==> config.mk <==
export PLATFORM = sky130hd
export DESIGN_NAME = infix_integer_expression_evaluator_top
export DESIGN_NICKNAME = d
export VERILOG_FILES = /design/src/rtl/iee_pkg.sv /design/src/rtl/iee_muldiv.sv /design/src/rtl/iee_core.sv /design/src/rtl/infix_integer_expression_evaluator_top.sv
export SDC_FILE = /design/constraint.sdc
export NUM_CORES = 1
export LEC_CHECK = 0
export BUFFER_PORTS_ARGS = -buffer_cell sky130_fd_sc_hd__buf_4
export CAP_MARGIN = 20
export CORE_MARGIN = 1
export CORE_UTILIZATION = 35
export CTS_CLUSTER_DIAMETER = 40
export DETAILED_ROUTE_END_ITERATION = 12
export GPL_TIMING_DRIVEN = 0
export PLACE_DENSITY = 0.57
export SETUP_SLACK_MARGIN = 0.5
export SKIP_CTS_REPAIR_TIMING = 1
export SYNTH_ARGS = -nofsm -noshare
export SYNTH_HDL_FRONTEND = slang
export SYNTH_SLANG_ARGS = --single-unit
==> constraint.sdc <==
create_clock -name clk -period 4.74 [get_ports clk]
set_input_delay 0.948 -clock clk [delete_from_list [all_inputs] [get_ports clk]]
set_output_delay 0.948 -clock clk [all_outputs]
set_load 0.02 [all_outputs]
==> src/rtl/iee_pkg.sv <==
// shared types, character codes and helpers of the expression evaluator
`timescale 1ns / 1ps

package iee_pkg;

    localparam int OUT_WIDTH = 32;

    localparam logic [7:0] CH_STAR  = 8'h2A;
    localparam logic [7:0] CH_SLASH = 8'h2F;
    localparam logic [7:0] CH_PLUS  = 8'h2B;
    localparam logic [7:0] CH_MINUS = 8'h2D;
    localparam logic [7:0] CH_EQUAL = 8'h3D;
    localparam logic [7:0] CH_ZERO  = 8'h30;
    localparam logic [7:0] CH_NINE  = 8'h39;
    localparam logic [7:0] CH_SPACE = 8'h20;

    typedef enum logic [2:0] {
        CC_DIGIT,
        CC_MULDIV,
        CC_ADDSUB,
        CC_EQUAL,
        CC_OTHER
    } char_class_t;

    typedef enum logic [1:0] {
        MK_NONE = 2'd0,
        MK_MUL  = 2'd1,
        MK_DIV  = 2'd2
    } mul_kind_t;

    typedef enum logic [2:0] {
        CS_IDLE,
        CS_DIG_MUL,
        CS_DIG_ADD,
        CS_TERM,
        CS_TERM_WAIT,
        CS_SUM,
        CS_EMIT,
        CS_FINISH
    } core_state_t;

    typedef enum logic [1:0] {
        MD_IDLE,
        MD_RUN,
        MD_FIX
    } md_state_t;

    typedef struct packed {
        logic start;
        logic is_div;
    } md_req_t;

    typedef struct packed {
        logic done;
        logic div_zero;
    } md_resp_t;

    function automatic char_class_t char_class(input logic [7:0] ch);
        char_class_t c;
        if (ch >= CH_ZERO && ch <= CH_NINE)
        begin
            c = CC_DIGIT;
        end
        else if (ch == CH_STAR || ch == CH_SLASH)
        begin
            c = CC_MULDIV;
        end
        else if (ch == CH_PLUS || ch == CH_MINUS)
        begin
            c = CC_ADDSUB;
        end
        else if (ch == CH_EQUAL)
        begin
            c = CC_EQUAL;
        end
        else if (ch == CH_SPACE)
        begin
            c = CC_OTHER; // spaces are skipped
        end
        else
        begin
            c = CC_OTHER;
        end
        return c;
    endfunction

endpackage

==> src/rtl/iee_muldiv.sv <==
// iterative multiply and signed divide unit, one bit per cycle
`timescale 1ns / 1ps

module iee_muldiv #(
    parameter int WIDTH = 32
) (
    input  logic                 clk,
    input  logic                 rst_n,
    input  iee_pkg::md_req_t     req,
    input  logic [WIDTH-1:0]     op_a,
    input  logic [WIDTH-1:0]     op_b,
    output iee_pkg::md_resp_t    resp,
    output logic [WIDTH-1:0]     result
);

    localparam int CNT_W = $clog2(WIDTH);

    iee_pkg::md_state_t state_reg, state_next;
    logic [WIDTH-1:0]   acc_reg, acc_next;
    logic [WIDTH-1:0]   dvs_reg, dvs_next;
    logic [WIDTH-1:0]   sh_reg, sh_next;
    logic [CNT_W-1:0]   cnt_reg, cnt_next;
    logic               is_div_reg, is_div_next;
    logic               neg_reg, neg_next;
    logic               dz_reg, dz_next;

    logic [WIDTH-1:0]   mag_a, mag_b, trial, diff;
    logic               trial_ge, b_zero;

    assign mag_a    = op_a[WIDTH-1] ? (~op_a + WIDTH'(1)) : op_a;
    assign mag_b    = op_b[WIDTH-1] ? (~op_b + WIDTH'(1)) : op_b;
    assign b_zero   = (op_b == '0);
    // remainder stays below the divisor, so its top bit is always zero
    assign trial    = {acc_reg[WIDTH-2:0], sh_reg[WIDTH-1]};
    assign trial_ge = (trial >= dvs_reg);
    assign diff     = trial - dvs_reg;

    always_comb
    begin
        state_next = state_reg;
        unique case (state_reg)
            iee_pkg::MD_IDLE:
            begin
                if (req.start)
                begin
                    state_next = (req.is_div && b_zero) ? iee_pkg::MD_FIX : iee_pkg::MD_RUN;
                end
            end
            iee_pkg::MD_RUN:
            begin
                if (cnt_reg == '0)
                begin
                    state_next = iee_pkg::MD_FIX;
                end
            end
            iee_pkg::MD_FIX:
            begin
                state_next = iee_pkg::MD_IDLE;
            end
            default:
            begin
                state_next = iee_pkg::MD_IDLE;
            end
        endcase
    end

    always_comb
    begin
        acc_next    = acc_reg;
        dvs_next    = dvs_reg;
        sh_next     = sh_reg;
        cnt_next    = cnt_reg;
        is_div_next = is_div_reg;
        neg_next    = neg_reg;
        dz_next     = dz_reg;
        if (state_reg == iee_pkg::MD_IDLE && req.start)
        begin
            is_div_next = req.is_div;
            cnt_next    = CNT_W'(WIDTH - 1);
            acc_next    = '0;
            dz_next     = 1'b0;
            neg_next    = 1'b0;
            if (req.is_div)
            begin
                dvs_next = mag_b;
                sh_next  = mag_a;
                neg_next = op_a[WIDTH-1] ^ op_b[WIDTH-1];
                if (b_zero)
                begin
                    // quotient taken as zero
                    dz_next  = 1'b1;
                    sh_next  = '0;
                    neg_next = 1'b0;
                end
            end
            else
            begin
                dvs_next = op_a;
                sh_next  = op_b;
            end
        end
        else if (state_reg == iee_pkg::MD_RUN)
        begin
            cnt_next = cnt_reg - CNT_W'(1);
            if (is_div_reg)
            begin
                acc_next = trial_ge ? diff : trial;
                sh_next  = {sh_reg[WIDTH-2:0], trial_ge};
            end
            else
            begin
                if (sh_reg[0])
                begin
                    acc_next = acc_reg + dvs_reg;
                end
                dvs_next = {dvs_reg[WIDTH-2:0], 1'b0};
                sh_next  = {1'b0, sh_reg[WIDTH-1:1]};
            end
        end
    end

    assign resp.done     = (state_reg == iee_pkg::MD_FIX);
    assign resp.div_zero = dz_reg;
    assign result = is_div_reg ? (neg_reg ? (~sh_reg + WIDTH'(1)) : sh_reg) : acc_reg;

    always_ff @(posedge clk or negedge rst_n)
    begin
        if (!rst_n)
        begin
            state_reg  <= iee_pkg::MD_IDLE;
            cnt_reg    <= '0;
            is_div_reg <= 1'b0;
            neg_reg    <= 1'b0;
            dz_reg     <= 1'b0;
        end
        else
        begin
            state_reg  <= state_next;
            cnt_reg    <= cnt_next;
            is_div_reg <= is_div_next;
            neg_reg    <= neg_next;
            dz_reg     <= dz_next;
        end
    end

    always_ff @(posedge clk)
    begin
        acc_reg <= acc_next;
        dvs_reg <= dvs_next;
        sh_reg  <= sh_next;
    end

    a_start_when_idle: assert property (@(posedge clk) disable iff (!rst_n)
        req.start |-> state_reg == iee_pkg::MD_IDLE)
        else $error("operation started while unit busy");

    a_div_zero_result: assert property (@(posedge clk) disable iff (!rst_n)
        (resp.done && resp.div_zero) |-> result == '0)
        else $error("divide by zero did not give zero");

endmodule

==> src/rtl/iee_core.sv <==
// character sequencer and expression state of the evaluator
`timescale 1ns / 1ps

module iee_core #(
    parameter int WIDTH = 32
) (
    input  logic             clk,
    input  logic             rst_n,
    input  logic             in_valid,
    output logic             in_ready,
    input  logic [7:0]       in_char,
    input  logic             in_last,
    output logic             emit_valid,
    input  logic             emit_ready,
    output logic [WIDTH-1:0] emit_sum,
    output logic             emit_error
);

    iee_pkg::core_state_t state_reg, state_next;
    logic [WIDTH-1:0]     sum_reg, sum_next;
    logic [WIDTH-1:0]     term_reg, term_next;
    logic [WIDTH-1:0]     num_reg, num_next;
    logic                 sign_reg, sign_next;
    iee_pkg::mul_kind_t   kind_reg, kind_next;
    logic                 error_reg, error_next;
    logic                 result_given_reg, result_given_next;
    logic [7:0]           char_reg, char_next;
    logic                 last_reg, last_next;
    logic                 eol_phase_reg, eol_phase_next;
    logic                 emitted_reg, emitted_next;

    iee_pkg::char_class_t cls, in_cls;
    iee_pkg::core_state_t after_term;
    iee_pkg::md_req_t     md_req;
    iee_pkg::md_resp_t    md_resp;
    logic [WIDTH-1:0]     md_result;
    logic [3:0]           digit_code;
    logic                 accept, fire, term_closing;

    assign cls        = iee_pkg::char_class(char_reg);
    assign in_cls     = iee_pkg::char_class(in_char);
    assign in_ready   = (state_reg == iee_pkg::CS_IDLE);
    assign accept     = in_valid && in_ready;
    assign emit_valid = (state_reg == iee_pkg::CS_EMIT);
    assign emit_sum   = sum_reg;
    assign emit_error = error_reg;
    assign fire       = emit_valid && emit_ready;
    assign digit_code = 4'(char_reg - iee_pkg::CH_ZERO);

    assign md_req.start  = (state_reg == iee_pkg::CS_TERM) &&
                           (kind_reg == iee_pkg::MK_MUL || kind_reg == iee_pkg::MK_DIV);
    assign md_req.is_div = (kind_reg == iee_pkg::MK_DIV);

    iee_muldiv #(
        .WIDTH(WIDTH)
    ) u_muldiv (
        .clk    (clk),
        .rst_n  (rst_n),
        .req    (md_req),
        .op_a   (term_reg),
        .op_b   (num_reg),
        .resp   (md_resp),
        .result (md_result)
    );

    // a mul/div operator keeps the closed term; everything else goes on to the sum
    assign after_term = (eol_phase_reg || cls != iee_pkg::CC_MULDIV) ?
                        iee_pkg::CS_SUM : iee_pkg::CS_FINISH;

    assign term_closing = (state_reg == iee_pkg::CS_TERM && !md_req.start) ||
                          (state_reg == iee_pkg::CS_TERM_WAIT && md_resp.done);

    always_comb
    begin
        state_next = state_reg;
        unique case (state_reg)
            iee_pkg::CS_IDLE:
            begin
                if (accept && !result_given_reg)
                begin
                    unique case (in_cls)
                        iee_pkg::CC_DIGIT:
                        begin
                            state_next = iee_pkg::CS_DIG_MUL;
                        end
                        iee_pkg::CC_MULDIV, iee_pkg::CC_ADDSUB, iee_pkg::CC_EQUAL:
                        begin
                            state_next = iee_pkg::CS_TERM;
                        end
                        default:
                        begin
                            state_next = iee_pkg::CS_FINISH;
                        end
                    endcase
                end
            end
            iee_pkg::CS_DIG_MUL:
            begin
                state_next = iee_pkg::CS_DIG_ADD;
            end
            iee_pkg::CS_DIG_ADD:
            begin
                state_next = iee_pkg::CS_FINISH;
            end
            iee_pkg::CS_TERM:
            begin
                state_next = md_req.start ? iee_pkg::CS_TERM_WAIT : after_term;
            end
            iee_pkg::CS_TERM_WAIT:
            begin
                if (md_resp.done)
                begin
                    state_next = after_term;
                end
            end
            iee_pkg::CS_SUM:
            begin
                state_next = (eol_phase_reg || cls == iee_pkg::CC_EQUAL) ?
                             iee_pkg::CS_EMIT : iee_pkg::CS_FINISH;
            end
            iee_pkg::CS_EMIT:
            begin
                if (fire)
                begin
                    state_next = iee_pkg::CS_FINISH;
                end
            end
            iee_pkg::CS_FINISH:
            begin
                state_next = (last_reg && !emitted_reg) ? iee_pkg::CS_TERM : iee_pkg::CS_IDLE;
            end
            default:
            begin
                state_next = iee_pkg::CS_IDLE;
            end
        endcase
    end

    always_comb
    begin
        sum_next          = sum_reg;
        term_next         = term_reg;
        num_next          = num_reg;
        sign_next         = sign_reg;
        kind_next         = kind_reg;
        error_next        = error_reg;
        result_given_next = result_given_reg;
        char_next         = char_reg;
        last_next         = last_reg;
        eol_phase_next    = eol_phase_reg;
        emitted_next      = emitted_reg;

        if (accept)
        begin
            char_next      = in_char;
            last_next      = in_last;
            eol_phase_next = 1'b0;
            emitted_next   = 1'b0;
            // after '=' only a line end matters, and the state is already clear
            if (result_given_reg && in_last)
            begin
                result_given_next = 1'b0;
            end
        end

        if (state_reg == iee_pkg::CS_DIG_MUL)
        begin
            num_next = {num_reg[WIDTH-4:0], 3'b000} + {num_reg[WIDTH-2:0], 1'b0};
        end

        if (state_reg == iee_pkg::CS_DIG_ADD)
        begin
            num_next = num_reg + WIDTH'(digit_code);
        end

        if (term_closing)
        begin
            if (state_reg == iee_pkg::CS_TERM_WAIT)
            begin
                term_next  = md_result;
                error_next = error_reg | md_resp.div_zero;
            end
            else
            begin
                term_next = num_reg;
            end
            num_next  = '0;
            kind_next = iee_pkg::MK_NONE;
            if (!eol_phase_reg && cls == iee_pkg::CC_MULDIV)
            begin
                kind_next = (char_reg == iee_pkg::CH_STAR) ? iee_pkg::MK_MUL : iee_pkg::MK_DIV;
            end
        end

        if (state_reg == iee_pkg::CS_SUM)
        begin
            sum_next  = sign_reg ? (sum_reg - term_reg) : (sum_reg + term_reg);
            term_next = '0;
            sign_next = 1'b0;
            if (!eol_phase_reg && cls == iee_pkg::CC_ADDSUB)
            begin
                sign_next = (char_reg == iee_pkg::CH_MINUS);
            end
        end

        if (fire)
        begin
            sum_next     = '0;
            term_next    = '0;
            num_next     = '0;
            sign_next    = 1'b0;
            kind_next    = iee_pkg::MK_NONE;
            error_next   = 1'b0;
            emitted_next = 1'b1;
            if (!eol_phase_reg)
            begin
                result_given_next = 1'b1;
            end
        end

        if (state_reg == iee_pkg::CS_FINISH && last_reg)
        begin
            if (!emitted_reg)
            begin
                // line end closes the expression and gives its result
                eol_phase_next = 1'b1;
            end
            else
            begin
                sum_next          = '0;
                term_next         = '0;
                num_next          = '0;
                sign_next         = 1'b0;
                kind_next         = iee_pkg::MK_NONE;
                error_next        = 1'b0;
                result_given_next = 1'b0;
            end
        end
    end

    always_ff @(posedge clk or negedge rst_n)
    begin
        if (!rst_n)
        begin
            state_reg        <= iee_pkg::CS_IDLE;
            sum_reg          <= '0;
            term_reg         <= '0;
            num_reg          <= '0;
            sign_reg         <= 1'b0;
            kind_reg         <= iee_pkg::MK_NONE;
            error_reg        <= 1'b0;
            result_given_reg <= 1'b0;
            last_reg         <= 1'b0;
            eol_phase_reg    <= 1'b0;
            emitted_reg      <= 1'b0;
        end
        else
        begin
            state_reg        <= state_next;
            sum_reg          <= sum_next;
            term_reg         <= term_next;
            num_reg          <= num_next;
            sign_reg         <= sign_next;
            kind_reg         <= kind_next;
            error_reg        <= error_next;
            result_given_reg <= result_given_next;
            last_reg         <= last_next;
            eol_phase_reg    <= eol_phase_next;
            emitted_reg      <= emitted_next;
        end
    end

    always_ff @(posedge clk)
    begin
        char_reg <= char_next;
    end

    a_wait_leaves_on_done: assert property (@(posedge clk) disable iff (!rst_n)
        (state_reg == iee_pkg::CS_TERM_WAIT && md_resp.done) |=>
        (state_reg == iee_pkg::CS_SUM || state_reg == iee_pkg::CS_FINISH))
        else $error("term close did not finish with the unit");

    a_eol_clears_given: assert property (@(posedge clk) disable iff (!rst_n)
        (accept && in_last && result_given_reg) |=> !result_given_reg)
        else $error("line end after result did not rearm");

    a_emit_clears_expr: assert property (@(posedge clk) disable iff (!rst_n)
        fire |=> (sum_reg == '0 && !error_reg && kind_reg == iee_pkg::MK_NONE))
        else $error("expression state not cleared after result");

endmodule

==> src/rtl/infix_integer_expression_evaluator_top.sv <==
// top level of the streaming infix integer expression evaluator
`timescale 1ns / 1ps
// a digit steps through the times-ten and add states before the core is ready again;
// an operator or '=' closes the term, waiting on the bit-serial mul/div unit if a '*' or '/'
// is pending, then adds it to the sum unless it is '*' or '/'; other characters are skipped;
// a line end adds one more term close and sum, again with the mul/div run if one is due
// one request is worked at a time; a result waits in the output register meanwhile
// reset (rst_n low, asynchronous) clears the expression, its flags and the output valid flag

module infix_integer_expression_evaluator_top #(
    parameter int VALUE_WIDTH = 32
) (
    input  logic        clk,
    input  logic        rst_n,
    input  logic        s_axis_tvalid,
    output logic        s_axis_tready,
    input  logic [7:0]  s_axis_tdata,   // [7:0] char_code
    input  logic        s_axis_tlast,   // end_of_line
    output logic        m_axis_tvalid,
    input  logic        m_axis_tready,
    output logic [31:0] m_axis_tdata,   // [31:0] value
    output logic [0:0]  m_axis_tuser    // [0] div_error
);

    logic                         emit_valid, emit_ready, emit_error;
    logic [VALUE_WIDTH-1:0]       emit_sum;
    logic signed [63:0]           sum_ext;

    logic                         out_valid_reg, out_valid_next;
    logic [iee_pkg::OUT_WIDTH-1:0] out_data_reg, out_data_next;
    logic                         out_err_reg, out_err_next;

    iee_core #(
        .WIDTH(VALUE_WIDTH)
    ) u_core (
        .clk        (clk),
        .rst_n      (rst_n),
        .in_valid   (s_axis_tvalid),
        .in_ready   (s_axis_tready),
        .in_char    (s_axis_tdata),
        .in_last    (s_axis_tlast),
        .emit_valid (emit_valid),
        .emit_ready (emit_ready),
        .emit_sum   (emit_sum),
        .emit_error (emit_error)
    );

    // sign-extend or truncate the sum to the 32-bit result field
    assign sum_ext = 64'($signed(emit_sum));

    // output register takes a new result when empty or being drained
    assign emit_ready = !out_valid_reg || m_axis_tready;

    always_comb
    begin
        out_valid_next = out_valid_reg;
        out_data_next  = out_data_reg;
        out_err_next   = out_err_reg;
        if (emit_valid && emit_ready)
        begin
            out_valid_next = 1'b1;
            out_data_next  = sum_ext[iee_pkg::OUT_WIDTH-1:0];
            out_err_next   = emit_error;
        end
        else if (m_axis_tready)
        begin
            out_valid_next = 1'b0;
        end
    end

    always_ff @(posedge clk or negedge rst_n)
    begin
        if (!rst_n)
        begin
            out_valid_reg <= 1'b0;
        end
        else
        begin
            out_valid_reg <= out_valid_next;
        end
    end

    always_ff @(posedge clk)
    begin
        out_data_reg <= out_data_next;
        out_err_reg  <= out_err_next;
    end

    assign m_axis_tvalid   = out_valid_reg;
    assign m_axis_tdata    = out_data_reg;
    assign m_axis_tuser[0] = out_err_reg;

endmodule

# Word-level counts from Yosys, hierarchy flattened

Index checks and enable logic that the tools add are counted.

Add/sub/neg operators: 11
Magnitude comparators: 5
Equality and inequality tests: 34
Mux-type cells: 89
Bitwise operators: 5
Reduce and logical (&&, ||, !) cells: 43

Operators by type and width:

| kind                                                                                | number |
|---|---|
| 32-bit two-way mux                                                                  | 33 |
| 32-bit by 1-bit adder with 32-bit output, second input constant                     | 3 |
| 32-bit adder                                                                        | 3 |
| 32-bit inverter                                                                     | 3 |
| 8-bit by 6-bit == test with 1-bit output, second input constant                     | 10 |
| 32-bit subtractor                                                                   | 2 |
| 3-bit two-way mux                                                                   | 12 |
| 32-bit by 4-bit adder with 32-bit output                                            | 1 |
| 32-bit greater-or-equal comparator                                                  | 1 |
| 32-bit zero test                                                                    | 1 |
| 1-bit two-way mux                                                                   | 28 |
| 3-bit case mux with 8 select lines                                                  | 1 |
| 2-bit two-way mux                                                                   | 11 |
| 3-bit by 2-bit == test with 1-bit output, second input constant                     | 6 |
| 8-bit by 6-bit greater-or-equal comparator with 1-bit output, second input constant | 2 |
| 8-bit by 6-bit <= comparator with 1-bit output, second input constant               | 2 |
| 1-bit logical AND                                                                   | 15 |
| 3-bit == test, second input constant                                                | 4 |
| 5-bit two-way mux                                                                   | 2 |
| 3-bit by 1-bit == test with 1-bit output, second input constant                     | 3 |
| 1-bit logical OR                                                                    | 9 |
| 2-bit nonzero test                                                                  | 4 |
| 3-bit zero test                                                                     | 2 |
| 2-bit by 1-bit != test with 1-bit output, second input constant                     | 3 |
| other kinds (16)                                                                    | 26 |

Bits in registers: 255
Input bits: 13
Word-level logic and storage cells: 210

# Depth between registers and ports, before layout

Depth after elaboration: 12
Mapped depth: 19
Gate-level depth less buffers: 17

# By module

Synthesis repeated with hierarchy kept, for this count alone.

Cells, all modules: 2577
Area, all modules: 21578.2 sq um

Modules (own cells, without submodules):

| module                                 | times used | cells an instance | area an instance (sq um) | sequential area each (sq um) |
|---|---|---|---|---|
| iee_muldiv                             | 1          | 1430              | 11182.0                  | 2812.7 |
| iee_core                               | 1          | 1110              | 9351.5                   | 2917.8 |
| infix_integer_expression_evaluator_top | 1          | 37                | 1044.8                   | 1016.0 |

# Worst setup path before layout

OpenSTA, ideal clock, no wires.

Kind: flip-flop to flip-flop
From: register u_core.term_reg[3]
To: register u_core.sum_reg[31], in the netlist u_core.emit_sum[31]
Library setup time: 0.079 ns
Arrival time: 3.987 ns
Required time: 4.661 ns
Path slack: 0.673 ns
Cell stages (with the launch flop): 19
Path buffers: 3
Period minus slack after synthesis: 4.067 ns
Cell sequence: dfrtp_1 -> clkbuf_1 -> nor2_1 -> and4_1 -> clkbuf_1 -> nand4_1 -> or3_1 -> nor2b_1 -> xnor2_1 -> ha_1 -> clkbuf_1 -> o21ai_0 -> o21ai_0 -> a22o_1 -> a31oi_1 -> o221ai_1 -> a221oi_1 -> mux2i_1 -> mux2i_1

Word-level cells in the longest chain between the ends: 6
Elaborated cells between the ends (all ways): 7
Classes of those cells: 2 x add/sub; 5 x mux

Ends and longest elaborated chain:

| item                                                     | line            | source |
|---|---|---|
| start: declaration                                       | iee_core.sv:21  | `logic [WIDTH-1:0] term_reg, term_next;` |
| start signal: assignment                                 | iee_core.sv:261 | `term_reg <= term_next;` |
| 32-bit adder / 32-bit subtractor (equally long branches) | iee_core.sv:197 | `sum_next = sign_reg ? (sum_reg - term_reg) : (sum_reg + term_reg);` |
| 32-bit two-way mux *                                     | iee_core.sv:197 |  |
| 32-bit two-way mux *                                     | iee_core.sv:195 | `if (state_reg == iee_pkg::CS_SUM)` |
| 32-bit two-way mux *                                     | iee_core.sv:206 | `if (fire)` |
| 32-bit two-way mux                                       | iee_core.sv:223 | `if (!emitted_reg)` |
| 32-bit two-way mux *                                     | iee_core.sv:221 | `if (state_reg == iee_pkg::CS_FINISH && last_reg)` |
| via u_core.sum_next[31]                                  | iee_core.sv:20  | `logic [WIDTH-1:0] sum_reg, sum_next;` |
| end signal: assignment                                   | iee_core.sv:260 | `sum_reg <= sum_next;` |
| end: declaration                                         | iee_core.sv:20  |  |

The timed path passes the listed nets; every way through them passes the cells marked *.
A chain may end at the register's enable or synchronous reset.

# Final worst setup path

From: register u_core.term_reg[15]
To: register u_core.sum_reg[31], in the netlist u_core.emit_sum[31]

The elaborated chain is that of the path after synthesis.

==> results.md <==
- Cell Rows: 90
- Worst slew pin tran: 1080 ps
- Setup slack, reg-to-reg: between 300 and 400 ps
- Final slew viol count: 0
- Critical path startpoint category: flop
- Multi-input gate area: around 14,000 µm²
- Static Leak: 9.90 nW
- Syn_area_per_cell: 8.14 µm²
- Die width: 251 µm
- Root buffer cell: clkbuf_16
- Cts bufs inserted: between 50 and 60
- XOR/XNOR share of the synthesized area: roughly 8.8%
- Synth Area in Simple Gates: 18.1%
- Starting Density: 35.7%
- Design Area, Final: 25,200 µm²
- Port Buffers: 47
- CTS sink cnt: 255
- Commonest non-fill, non-tap cells in the layout: a21oi_1, nand2_1, o21ai_0
- Register area: around 6800 µm²
- Largest net degree at the start of global routing: 86
- Global-route wire length before repair: between 100,000 and 150,000 µm
- Final worst-path cycle share: between 90% and 100%
- Most used DFF post-synth: dfrtp_1
- CP Data Required Time: 5250 ps
- Post-synthesis adder-cell area fraction: 8.15%
- Initial antenna violation count: 2
- Grt total ovfl: 0
- Synthesized cell area: 21,600 µm²
- Syn Inst Count: 2,660
- CTS H-tree lvls: 2
- Worst EP arrival: 4910 ps
- Die area: 62,800 µm²
- RSZ-0062 raised after global routing: true
- Critical path type: flop to flop
- Clk_lat worst skew: 600 ps
- Post-layout minimum cycle time: 4400 ps
- Slew margin rel.: between 20% and 30%
- Routed vias: 21,400
- Outcome: completed
- Total GRT Usage: 25.8%
- Asr flop ratio synth: 46.3%
- Fmax: 227 MHz
- # IOs: 48
- Die Ht: 251 µm
- Placeable Area: 60,700 µm²
- Compound-Gate Fraction of Synth Area: 26.2%
- Final wirelength: 82,800 µm
- Setup violators final: 0
- Max_cap viols: 0
- # diodes: 0
- Max Clock Skew: about 25 ps
- Seq/Total Area, Yosys: a little under a third
- Pre-antenna DRT Iters: 5
- Final WS setup: 337 ps
- Net count after synthesis: 2,811
- DRT iter0 DRCs: 2,003
- Synth area leaders: edfxtp_1, dfrtp_1, ha_1
- Worst hold path type: input port to asynchronous set/reset pin
- Power Dens Cells: between 800 and 900 nW/µm²
- Vias in the first global route: 20,400
- DPL Wire Length: 65,200 µm
- Post-synth top area cell: edfxtp_1
- Peak supply drop: 0.692 mV
- Area grow syn2layout: 16.6%
- Hold Fails Final Rpt: 0
- DR WL/cell: 23.0 µm
- Fillers: just over 6,000
- Util after Layout: approximately 42%
- Critical path fanouts, max: 7
- Routed Antenna Nets: 0
- Placed cell areas: 23,100 µm²
- TritonCTS clock tree: done
- Worst flop-to-flop path endpoint: u_core.emit_sum[31]$_DFF_PN0_
- Final GP Congestion: 0.983
- Synthesis-stage register bit count: around 260
- Layout cell share with drive strength beyond 1: 9.20%
- Crit path from: u_core.term_reg[15]$_DFF_PN0_
- Share of the synthesized area in the top cell type: 14.6%
- Worst Setup End Kind: flop
- Post-DR vias/cell: slightly below 6
- Setup TNS: 0 ps
- Commonest non-fill, non-tap cell in the layout: a21oi_1
- Pre-CTS setup slack: -406 ps
- Bufs on Longest Clock Path: 3
- Warnings, synthesis: 0
- Largest family of logic cells by synthesized area: compound AO/OA/AOI/OAI gates
- Worst R2R Path Depth: 13
- Worst flop-to-flop path startpoint: u_core.term_reg[15]$_DFF_PN0_
- Mux cell area share after synthesis: 2.48%
- Unique masters post-synth: 84
- Number of synthesized flops with an enable pin: 105
- Fin nets: 2,924
- Reg clk slew, reported paths: about 60 ps
- Drt drc: 0
## power breakdown
group | total, mW | switching, mW | internal (mW) | leakage (nW)
clock | 3.76 | 1.36 | 2.40 | 0.867
sequential | 3.29 | 0.466 | 2.82 | 2.79
combinational | 13.5 | 8.28 | 5.20 | 6.24
## how the worst max path moves through the flow
stage,cells after the start,to,slack (ps)
floorplan,18,u_core.emit_sum[31]$_DFF_PN0_,670
detailed placement,17,u_core.emit_sum[31]$_DFF_PN0_,-410
CTS,17,u_core.emit_sum[31]$_DFF_PN0_,-430
global placement,4,u_core.u_muldiv.dvs_reg[9]$_DFFE_PP_,-950
global route,19,u_core.emit_sum[31]$_DFF_PN0_,240
finish,13,u_core.emit_sum[31]$_DFF_PN0_,340
## worst max-delay path, cell delays in order (launching register included)
cell and delay [ps]:
dfrtp_2 450, or3_4 430, or4_4 520, or2_4 270, nor4_4 320, nand2_2 170, or3_4 480, nor2b_4 160
xnor2_4 270, ha_4 270, a21o_1 170, a221oi_2 280, mux2i_1 310, mux2i_1 220
## metrics by stage
stage	hold slack [ps]	power (mW)	std cells
global placement	454	15.3	3489
floorplan	425	12.2	2660
CTS	240	19.3	3588
detailed placement	451	15.5	3492
global route	265	21.9	3597
finish	247	20.5	3597
## area by class of cell
type,count,area share (%)
timing repair buffer,59,1.95
inverter,85,1.26
tap,782,3.88
clock buffer,60,5.52
clock inverter,36,1.53
sequential,255,26.8
buffer,199,3.10
multi-input combinational,2121,56.0
## synth_stat cells, drive strengths merged, types with 11 or more instances
| cell type | n |
|---|---|
| dfrtp | 118 |
| o221ai | 25 |
| o21bai | 16 |
| inv | 85 |
| nor2 | 207 |
| a31oi | 26 |
| or2 | 19 |
| nand2b | 26 |
| buf | 26 |
| a211o | 11 |
| o21a | 22 |
| mux2i | 48 |
| nor3 | 77 |
| nand2 | 238 |
| and3 | 26 |
| edfxtp | 105 |
| nand3 | 84 |
| ha | 133 |
| dfxtp | 32 |
| a21o | 57 |
| clkbuf | 173 |
| a21oi | 245 |
| nand4 | 29 |
| o41ai | 19 |
| o31ai | 22 |
| o211ai | 52 |
| a211oi | 83 |
| or3 | 27 |
| nor4 | 13 |
| xnor2 | 95 |
| o22ai | 15 |
| nor2b | 35 |
| xor2 | 123 |
| o21ai | 218 |
| or4 | 12 |
## routing by layer
layer | vias up | track usage, % | part of all wire, %
li1 | 10000 | - | -
met5 | - | 0 | 0.016
met2 | 746 | 40.4 | 44
met1 | 10400 | 36.0 | 46
met4 | 2 | 10.7 | 3.9
met3 | 164 | 2.95 | 6.1
## cell families (layout without fill, tap and decap cells)
group / count (synthesis) / count (layout)
buffers and inverters: 284 / 439
adder cells (fa/ha/maj): 138 / 138
AND/OR/NAND/NOR: 823 / 823
multiplexers: 53 / 53
AO/OA/AOI/OAI: 889 / 889
XOR/XNOR: 218 / 218
flip-flops: 255 / 255
(Power assumes the default switching activity.)
